$ cat src/rtl/qvr_sum_stage.sv
`default_nettype none

// Signed sums of a Hamilton product, rounded half up, shifted right by QF and
// saturated to OW bits when wider, else sign-extended, one register stage.
module qvr_sum_stage #(
    parameter int PW = 33,
    parameter int QF = 14,
    parameter int OW = 16
) (
    input  logic                 i_clk,
    input  logic                 i_rst_n,
    input  logic                 i_valid,
    input  logic signed [PW-1:0] i_prod [4][4],
    output logic                 o_valid,
    output logic signed [OW-1:0] o_q [4],
    output logic                 o_clip
);

    localparam int EW = PW + 2;
    localparam int SW = EW - QF;
    localparam logic signed [EW-1:0] HALF = {{(EW-QF){1'b0}}, 1'b1, {(QF-1){1'b0}}};

    logic signed [EW-1:0] e   [4][4];
    logic signed [EW-1:0] s   [4];
    logic signed [EW-1:0] rnd [4];
    logic signed [SW-1:0] sh  [4];
    logic signed [OW-1:0] n_q [4];
    logic                 n_clip;

    logic                 r_valid;
    logic signed [OW-1:0] r_q [4];
    logic                 r_clip;

    always_comb begin
        for (int i = 0; i < 4; i++) begin
            for (int j = 0; j < 4; j++) begin
                e[i][j] = {{2{i_prod[i][j][PW-1]}}, i_prod[i][j]};
            end
        end
        s[0] =  e[0][3] + e[1][2] - e[2][1] + e[3][0];
        s[1] = -e[0][2] + e[1][3] + e[2][0] + e[3][1];
        s[2] =  e[0][1] - e[1][0] + e[2][3] + e[3][2];
        s[3] = -e[0][0] - e[1][1] - e[2][2] + e[3][3];
        for (int k = 0; k < 4; k++) begin
            rnd[k] = s[k] + HALF;
            sh[k]  = rnd[k][EW-1:QF];
        end
    end

    generate
        if (SW > OW) begin : g_clamp
            localparam logic signed [SW-1:0] HI = {{(SW-OW+1){1'b0}}, {(OW-1){1'b1}}};
            localparam logic signed [SW-1:0] LO = {{(SW-OW+1){1'b1}}, {(OW-1){1'b0}}};
            always_comb begin
                n_clip = 1'b0;
                for (int k = 0; k < 4; k++) begin
                    if (sh[k] > HI) begin
                        n_q[k] = HI[OW-1:0];
                        n_clip = 1'b1;
                    end else if (sh[k] < LO) begin
                        n_q[k] = LO[OW-1:0];
                        n_clip = 1'b1;
                    end else begin
                        n_q[k] = sh[k][OW-1:0];
                    end
                end
            end
        end else begin : g_extend
            always_comb begin
                n_clip = 1'b0;
                for (int k = 0; k < 4; k++) begin
                    n_q[k] = OW'(sh[k]);
                end
            end
        end
    endgenerate

    always_ff @(posedge i_clk) begin
        if (!i_rst_n) begin
            r_valid <= 1'b0;
        end else begin
            r_valid <= i_valid;
        end
    end

    always_ff @(posedge i_clk) begin
        if (i_valid) begin
            r_q    <= n_q;
            r_clip <= n_clip;
        end
    end

    assign o_valid = r_valid;
    assign o_q     = r_q;
    assign o_clip  = r_clip;

endmodule

`default_nettype wire

$ cat config.mk
export PLATFORM = sky130hd
export DESIGN_NAME = qvr_sum_stage
export DESIGN_NICKNAME = d
export VERILOG_FILES = /design/src/rtl/qvr_sum_stage.sv
export SDC_FILE = /design/constraint.sdc
export NUM_CORES = 1
export LEC_CHECK = 0
export BUFFER_PORTS_ARGS = -buffer_cell sky130_fd_sc_hd__clkbuf_2
export CAP_MARGIN = 20
export CORE_AREA = 5 5 231 233
export DETAILED_ROUTE_END_ITERATION = 12
export DIE_AREA = 0 0 236 238
export HOLD_SLACK_MARGIN = 0.02
export PLACE_DENSITY = 0.56
export SLEW_MARGIN = 15
export SYNTH_ARGS = -nofsm -noshare
export SYNTH_HDL_FRONTEND = slang
export SYNTH_SLANG_ARGS = --single-unit
$ cat constraint.sdc
create_clock -name i_clk -period 5.26 [get_ports i_clk]
set_clock_uncertainty 0.1 [all_clocks]
set_input_delay 1.052 -clock i_clk [delete_from_list [all_inputs] [get_ports i_clk]]
set_output_delay 1.052 -clock i_clk [all_outputs]
set_load 0.1 [all_outputs]
==> impl_results.md, run 1 <==
- Status: complete, but fails checks
- Violated checks: negative setup slack
- EDFF count, synth: 65
- Clock Tree Buf Depth: 2
- Clk sink count: 66
- Drt first-iter violations: 438
- Placeable Area: between 50000 and 60000 µm²
- Fillers: 5031
- Detailed Route WL: 51.5 mm
- Root Buffer: clkbuf_16
- Syn Inst Count: 1541
- Top Family by Delay on Critical Path: adder cells
- DR vias: 13900
- Die Y-Extent: between 200 and 250 µm
- Power Dens Cells: 551 nW/µm²
- Final setup fails: 15
- Max Freq: 188 MHz
- Place WS: -0.629 ns
- Least-Margin Pin Slew: 0.923 ns
- Antenna diodes: 0
- Mean post-synth cell area: 10.2 µm²
- Fin util: 43.4%
- Fin Hold WS: 0.836 ns
- CP bufs+invs: 1
- Ys async rst share: 0%
- Non-filler cells, final: between 3000 and 4000
- Setup tns final: -0.602 ns
- Final ANT Viol Nets: 0
- IO Pins: about 600
- CP required: 5.24 ns
- Initial antenna violation count: 1
- Worst Path Class, Setup: input port to flop
- Register area share after synthesis: 12.5%
- # hold bufs at CTS: 0
- Slew headroom: 38.5%
- Vias per cell: 4.61
- Top FF cell, synth: edfxtp_1
- CTS tree: built
- First-pass GRT wire length: 80.3 mm
- Worst path slowest cell: fa_1
- Vias in the first global route: 15200
- Synth Cell Area: between 15000 and 20000 µm²
- Initial Utilization: 30.8%
- Dpl cells: 2988
- Port Buffer Count: 596
- Critical Path AT: around 5.3 ns
- DRC errors left: 0
- Crit-path cells: clkbuf_2, fa_2, fa_1, fa_1, ha_4, o211ai_1, nor2_1, a221o_1, o31a_1, o21ai_2, nand2b_4, a311o_1, xor2_2, or4_4, and2_4, o21a_1
- CP most frequent cell: fa_1
- Startpoint types: input port
- Crit share post-route: 101%
- Worst setup margin: -0.0724 ns
- Synthesized flop and latch total: 66
- Pleak: 11.5 nW
- Count of final max-slew check failures: 0
- Tmin final: 5.33 ns
- GRT Util Overall: 17.8%
- Drt wl/cell: around 17 µm
- GP Congestion: roughly 1
- Commonest non-fill, non-tap cells in the layout: clkbuf_2 (594), inv_1 (262), fa_1 (253)
- Synth warn: 0
- Min-delay worst type: input port to flop
- Worst path max stage delay: 0.56 ns
- RSZ-0062 raised after global routing: true
- Die ar.: around 56000 µm²
- Max-Cap Viols: 0
- Commonest non-fill, non-tap cell in the layout: clkbuf_2
- Layout cells sized above 1: between 40 and 50%
- CP endpoint kind: flop
- Clock Pin Slew Worst Setup and Hold Paths: 0.05 ns
- Std cell rows: 83
- Final #Nets: 3392
- TritonCTS Buffers: 9
- Htree depth: 3
- Worst vdd ir: between 0.2 and 0.25 mV
- GRT overflow: 0
- Max FO, Critical Path: 7
- Fin. Hold Viols: 0
- Largest net degree at the start of global routing: 67
- Area growth syn-to-layout: 40.6%
- Pre-antenna DRT Iters: 5
- DP HPWL: 47.6 mm
- Net Count, Synth: 2600
- Netlist cell types: 69
- Die W: 236 µm
==> stage by stage <==
step                      power [mW]  instance area, µm²
after CTS                       11.9               21700
after detailed placement        11.0               21200
after floorplan                 7.93               16000
after global routing            13.3               22100
after global placement          10.9               21200
final                           12.2               22100
==> timing repair <==
item,CTS,global route
pin swaps,21,34
endpoints found under the setup margin,44,61
buffers inserted,4,7
cloned,1,2
gates resized for setup,21,71
==> final timing paths <==
check | start | to | slack [ns] | depth (start not counted)
hold / removal | i_rst_n | o_valid | 0.84 | 2
setup / recovery | i_prod[78] | o_q[44] | -0.07 | 16
==> sequential cells by signal, summed over array words and instances (netlist names) <==
register	flops
o_valid	1
o_q	64
o_clip	1
==> layout make-up <==
class	instances	area [µm²]	share of cell area [%]
Multi-Input combinational cell	1188	13400	60.5
Timing Repair Buffer	802	4620	20.9
Sequential cell	66	1970	8.92
Inverter	266	1010	4.55
Tap cell	680	851	3.85
Clock buffer	11	233	1.05
Clock inverter	4	43.8	0.198
==> cell usage after synthesis (12+ instances only) <==
| master | number | share of area [%] |
|---|---|---|
| ha_1 | 268 | 21 |
| inv_1 | 266 | 6.3 |
| fa_1 | 260 | 33 |
| a21oi_1 | 106 | 3.4 |
| nand2_1 | 89 | 2.1 |
| edfxtp_1 | 65 | 12 |
| a21o_1 | 50 | 2.4 |
| xnor2_1 | 50 | 2.8 |
| nor2_1 | 45 | 1.1 |
| o21ai_0 | 39 | 1.2 |
| xor2_1 | 34 | 1.9 |
| o21a_1 | 29 | 1.4 |
| clkbuf_1 | 20 | 0.48 |
| nand3_1 | 19 | 0.60 |
| nand4_1 | 19 | 0.76 |
| a31oi_1 | 15 | 0.60 |
| nor3_1 | 14 | 0.45 |
| nor2b_1 | 12 | 0.48 |
==> cell families after synthesis <==
group	count (synthesis)	share of synthesized area (%)
buf+inv	289	7.02
fa+ha+maj	528	54.4
mux	2	0.127
xor+xnor	84	4.68
compound gates	315	13.0
simple gates	257	8.22
flops	66	12.5
==> power by group <==
| group | internal, mW | total [mW] | switching (mW) |
|---|---|---|---|
| combinational | 4.24 | 10.4 | 6.18 |
| sequential | 1.10 | 1.19 | 0.0813 |
| clock | 0.361 | 0.582 | 0.221 |
| total | 5.70 | 12.2 | 6.48 |
==> metal layers <==
layer  track usage (%)  vias up  wire [µm]
li1                  -     6823          -
met1              22.4     6657      21400
met2              32.7      382      26800
met3              2.97       34       2560
met4              3.22        2        769
met5                 0        -         13
Note: power is estimated with default switching activity, not from simulation.
==> inputs of run 2 (changes only) <==
- PLACE_DENSITY: 0.56 -> 0.54
- clock period: 5.26 -> 5.3 ns (I/O delays scaled with it)
==> impl_results.md, run 2 (synthesized netlist as in run 1, its figures left out) <==
- Status: finished, final reports clean (was complete, but fails checks)
- Initial antenna violation count: 0 (was 1)
- DR vias: 13800 (was 13900)
- Placeable Area: 51000 µm² (unchanged)
- Largest net degree at the start of global routing: 67 (unchanged)
- CTS tree: built (unchanged)
- CP most frequent cell: fa_1 (unchanged)
- Worst vdd ir: 0.314 mV (was 0.225 mV)
- Fin. Hold Viols: 0 (unchanged)
- Die ar.: 56200 µm² (unchanged)
- Met2 usage: 32.8% (was 32.7%)
- Clock Pin Slew Worst Setup and Hold Paths: 0.06 ns (was 0.05 ns)
- Clk sink count: 66 (unchanged)
- Max FO, Critical Path: 4 (was 7)
- Antenna diodes: 0 (unchanged)
- Max-Cap Viols: 0 (unchanged)
- Area growth syn-to-layout: 40.1% (was 40.6%)
- Slew headroom: 31.6% (was 38.5%)
- Hold depth: 2 (unchanged)
- HP Start: i_rst_n (unchanged)
- Critical Path AT: 5.26 ns (was 5.31 ns)
- Vias per cell: 4.61 (about the same)
- Crit-path cells: clkbuf_2, fa_1, fa_1, ha_1, ha_4, o211ai_1, nor2_1, a221o_1, o31a_1, o21ai_2, nand2b_4, a311o_1, xor2_2, or4_4, mux2i_2, buf_4, nand4b_1 (was clkbuf_2, fa_2, fa_1, fa_1, ha_4, o211ai_1, nor2_1, a221o_1, o31a_1, o21ai_2, nand2b_4, a311o_1, xor2_2, or4_4, and2_4, o21a_1)
- Pleak: 11.4 nW (was 11.5 nW)
- Finished Cell Area: 22000 µm² (was 22100 µm²)
- Htree depth: 3 (unchanged)
- Top Family by Delay on Critical Path: adder cells (unchanged)
- Layout cells sized above 1: 40.3% (was 40.4%)
- Die W: 236 µm (unchanged)
- Worst path slowest cell: fa_1 (unchanged)
- Crit share post-route: 99.3%
- Pre-antenna DRT Iters: 5 (unchanged)
- # hold bufs at CTS: 0 (unchanged)
- Count of final max-slew check failures: 0 (unchanged)
- Worst Path Class, Setup: input port to flop (unchanged)
- GRT Util Overall: 17.9% (was 17.8%)
- Dpl cells: 2961 (was 2988)
- Die Y-Extent: 238 µm (unchanged)
- Least-Margin Pin Slew: 1.03 ns (was 0.923 ns)
- Min-delay worst type: input port to flop (unchanged)
- IO Pins: 597 (unchanged)
- Final #Nets: 3368 (was 3392)
- Commonest non-fill, non-tap cells in the layout: clkbuf_2 (588), inv_1 (256), fa_1 (250) (was clkbuf_2 (594), inv_1 (262), fa_1 (253))
- Worst path max stage delay: 0.58 ns (was 0.56 ns)
- Vias in the first global route: 15200 (about the same)
- CP endpoint kind: flop (unchanged)
- CP required: 5.30 ns (was 5.24 ns)
- Non-filler cells, final: 2994 (was 3017)
- Root Buffer: clkbuf_16 (unchanged)
- CP bufs+invs: 2 (was 1)
- Std cell rows: 83 (unchanged)
- DRC errors left: 0 (unchanged)
- Met3 Usage GRT: 4.25% (was 2.97%)
- RSZ-0062 raised after global routing: true (unchanged)
- Drt first-iter violations: 428 (was 438)
- Commonest non-fill, non-tap cell in the layout: clkbuf_2 (unchanged)
- Max reg flops: 64 (unchanged)
- Detailed Route WL: 51.1 mm (was 51.5 mm)
- Tmin final: 5.26 ns
- GP Congestion: 0.958 (was 0.997)
- Final ANT Viol Nets: 0 (unchanged)
- Fin Hold WS: 0.908 ns (was 0.836 ns)
- Port Buffer Count: 596 (unchanged)
- Gr busiest metal: met2 (unchanged)
- Power Dens Cells: 549 nW/µm² (was 551 nW/µm²)
- DP HPWL: 46.8 mm (was 47.6 mm)
- Drt wl/cell: 17.1 µm (about the same)
- Final setup fails: 0 (was 15)
- Initial Utilization: 30.8% (unchanged)
- Startpoint types: input port (unchanged)
- Met1 usage: 21.0% (was 22.4%)
- TritonCTS Buffers: 9 (unchanged)
- Clock Tree Buf Depth: 2 (unchanged)
- WHS Endpoint: o_valid (unchanged)
- GRT overflow: 0 (unchanged)
- Max Freq: 190 MHz
- First-pass GRT wire length: 79.8 mm (was 80.3 mm)
- Area after DPL: 21000 µm² (was 21200 µm²)
-- run 2: area by class of cell --
class / count / area (µm²)
fillers: 5076 / 29000
multi-input cells: 1188 / 13400
repair buffers: 778 / 4510
flip-flops and latches: 66 / 1970
inverters: 266 / 1010
well taps: 680 / 851
clock buffers: 12 / 236
clock inverters: 4 / 18.8
-- run 2: per-layer routing --
| layer | vias to the layer above | share of wire [%] |
|---|---|---|
| met4 | 0 | 2.4 |
| met5 | - | 0 |
| met1 | 6606 | 39 |
| met2 | 387 | 52 |
| met3 | 50 | 6.6 |
| li1 | 6772 | - |
-- run 2: stage by stage --
stage               setup TNS [ns]  power [mW]  util [%]  setup WS, ns
finish                           0        12.1      43.2        0.0378
detailed placement          -29.02        10.9      41.2        -0.665
CTS                       -0.00943        11.8      42.4      -0.00780
floorplan                    -4.64        7.82         -        -0.341
global placement            -25.84        10.8      41.2        -0.665
global route                 -3.56        13.1      43.2        -0.174
-- run 2: worst max-delay path by stage --
stage	depth (start not counted)	to	from	slack [ns]
after floorplan	17	o_q[42]	i_prod[78]	-0.34
after global placement	16	o_clip	i_prod[45]	-0.67
after detailed placement	16	o_clip	i_prod[45]	-0.66
after CTS	17	o_clip	i_prod[78]	-0.008
after global routing	24	o_q[13]	i_prod[177]	-0.17
final	17	o_clip	i_prod[242]	0.04
-- run 2: what timing repair did --
| item | 4_1_cts | 5_1_grt |
|---|---|---|
| endpoints found under the hold margin | 0 | 0 |
| cloned | 1 | 3 |
| setup endpoints to repair | 60 | 61 |
| buffers inserted | 7 | 9 |
| gates resized for setup | 41 | 81 |
| pin swaps | 33 | 53 |
-- run 2: power breakdown --
part	switching, mW	leakage (nW)	internal [mW]
logic	6.20	10.7	4.17
clock network	0.237	0.128	0.313
registers	0.0753	0.645	1.09
==> inputs of run 3 (changes only) <==
- RECOVER_POWER: not set -> 100
==> impl_results.md, run 3 (synthesized netlist as in run 1, its figures left out) <==
- Violated checks: max-capacitance violations, max-slew violations
- Die ar.: 56200 µm² (unchanged)
- Crit share post-route: 99.8% (was 99.3%)
- Met1 WL: 20.3 mm (was 20.2 mm)
- Crit-path cells: buf_6, fa_1, fa_1, ha_1, ha_4, a211oi_2, o211ai_1, a221o_1, o31a_1, o21ai_2, nand2b_4, a311o_1, xor2_2, or4_4, mux2i_2, buf_4, nand4b_1 (was clkbuf_2, fa_1, fa_1, ha_1, ha_4, o211ai_1, nor2_1, a221o_1, o31a_1, o21ai_2, nand2b_4, a311o_1, xor2_2, or4_4, mux2i_2, buf_4, nand4b_1)
- Worst vdd ir: 0.309 mV (was 0.314 mV)
- DP HPWL: 46.8 mm (unchanged)
- Placeable Area: 51000 µm² (unchanged)
- Tmin final: 5.29 ns (was 5.26 ns)
- CTS tree: built (unchanged)
- CP required: 5.30 ns (about the same)
- Final #Nets: 3368 (unchanged)
- Layout cells sized above 1: 37.3% (was 40.3%)
- TritonCTS Buffers: 9 (unchanged)
- Worst path slowest cell: fa_1 (unchanged)
- Least-Margin Pin Slew: 4.24 ns (was 1.03 ns)
- Largest net degree at the start of global routing: 67 (unchanged)
- Root Buffer: clkbuf_16 (unchanged)
- Worst Path Class, Setup: input port to flop (unchanged)
- DRC errors left: 0 (unchanged)
- Critical Path AT: 5.29 ns (was 5.26 ns)
- First-pass GRT wire length: 79.8 mm (unchanged)
- Power Dens Cells: 548 nW/µm² (was 549 nW/µm²)
- Initial Utilization: 30.8% (unchanged)
- Port Buffer Count: 596 (unchanged)
- Commonest non-fill, non-tap cells in the layout: clkbuf_2 (522), inv_1 (256), fa_1 (250) (was clkbuf_2 (588), inv_1 (256), fa_1 (250))
- Fin. Hold Viols: 0 (unchanged)
- Pleak: 11.2 nW (was 11.4 nW)
- Max FO, Critical Path: 4 (unchanged)
- Non-filler cells, final: 2994 (unchanged)
- IO Pins: 597 (unchanged)
- Final ANT Viol Nets: 0 (unchanged)
- Slew headroom: -182% (was 31.6%)
- Die W: 236 µm (unchanged)
- Antenna diodes: 0 (unchanged)
- Htree depth: 3 (unchanged)
- Wire length on met2: 26.4 mm (about the same)
- Vias in the first global route: 15200 (unchanged)
- Std cell rows: 83 (unchanged)
- GRT Util Overall: 17.9% (unchanged)
- CP endpoint kind: flop (unchanged)
- Fin util: 43.0% (was 43.2%)
- DR top layer: met4 (unchanged)
- CP most frequent cell: fa_1 (unchanged)
- Clock Tree Buf Depth: 2 (unchanged)
- Final setup fails: 0 (unchanged)
- Pre-antenna DRT Iters: 6 (was 5)
- Max-Cap Viols: 1 (was 0)
- Detailed Route WL: 51.2 mm (was 51.1 mm)
- Clk sink count: 66 (unchanged)
- DR vias: 13800 (about the same)
- Min-delay worst type: input port to flop (unchanged)
- Drt first-iter violations: 407 (was 428)
- Drt wl/cell: 17.1 µm (about the same)
- Die Y-Extent: 238 µm (unchanged)
- Worst path max stage delay: 0.54 ns (was 0.58 ns)
- Sequential cell area: 1970 µm² (unchanged)
- Commonest non-fill, non-tap cell in the layout: clkbuf_2 (unchanged)
- Startpoint types: input port (unchanged)
- Initial antenna violation count: 0 (unchanged)
- Fillers: 5096 (was 5076)
- GP Congestion: 0.958 (unchanged)
- RSZ-0062 raised after global routing: true (unchanged)
- Max reg flops: 64 (unchanged)
- GRT overflow: 0 (unchanged)
- Count of final max-slew check failures: 67 (was 0)
- Status: complete, but fails checks (was finished, final reports clean)
- Clock Pin Slew Worst Setup and Hold Paths: 0.06 ns (about the same)
- Area of the multi-input gates: 13400 µm² (about the same)
- Area growth syn-to-layout: 39.4% (was 40.1%)
- Met3 wire length: 3.31 mm (was 3.38 mm)
- Dpl cells: 2961 (unchanged)
- Max Freq: 189 MHz (was 190 MHz)
- Vias per cell: 4.62 (was 4.61)
==> run 3: cell count changes in the layout (fill, tap and decap cells not counted), sizes merged <==
cell	before	now
buf	186	184
clkbuf	604	606
==> run 3: metrics by stage <==
step / hold slack, ns / worst slack, ns / area (µm²) / total power [mW] / setup TNS, ns
after floorplan: 1.07 / -0.341 / 16000 / 7.82 / -4.64
after global placement: 1.28 / -0.665 / 21000 / 10.8 / -25.84
after detailed placement: 1.28 / -0.665 / 21000 / 10.9 / -29.02
after CTS: 0.891 / -0.00780 / 21600 / 11.8 / -0.00943
after global routing: 0.894 / -0.180 / 21900 / 13.1 / -5.62
final: 0.908 / 0.0128 / 21900 / 12.0 / 0
==> run 3: cell type report <==
class                   instances  area share, %
well taps                     680           3.88
inverters                     266           4.61
clock buffers                  12           1.08
multi-input cells            1188           61.2
flip-flops and latches         66           8.99
repair buffers                778           20.2
clock inverters                 4         0.0856
==> run 3: path summary, 6_finish.rpt <==
check	end	slack (ns)	depth (start not counted)	from
setup / recovery	o_clip	0.01	17	i_prod[75]
hold / removal	o_valid	0.91	2	i_rst_n
==> run 3: critical path, delay by kind of cell <==
| family | cells | cell delay, ns |
|---|---|---|
| compound gates | 6 | 1.54 |
| simple gates | 3 | 0.61 |
| xor+xnor | 1 | 0.16 |
| fa+ha+maj | 4 | 1.52 |
| mux | 1 | 0.18 |
| buf+inv | 2 | 0.22 |
==> run 3: what timing repair did <==
action                                  4_1_cts  5_1_grt
pin swaps                                    33       53
setup buffers                                 7        9
hold buffers                                  0        0
gates resized for setup                      41       81
gates cloned                                  1        3
endpoints found under the setup margin       60       61
==> run 3: power breakdown <==
part / internal [mW] / leakage [nW] / switching (mW) / total [mW]
registers: 1.10 / 0.645 / 0.0737 / 1.17
logic: 4.09 / 10.5 / 6.20 / 10.3
clock network: 0.313 / 0.128 / 0.238 / 0.550
total: 5.50 / 11.2 / 6.51 / 12.0
==> run 3: per-layer routing <==
layer | up-vias | GRT usage (%)
met5 | - | 0
met4 | 0 | 4.96
met3 | 49 | 4.25
met2 | 393 | 32.8
met1 | 6626 | 21.0
li1 | 6768 | -
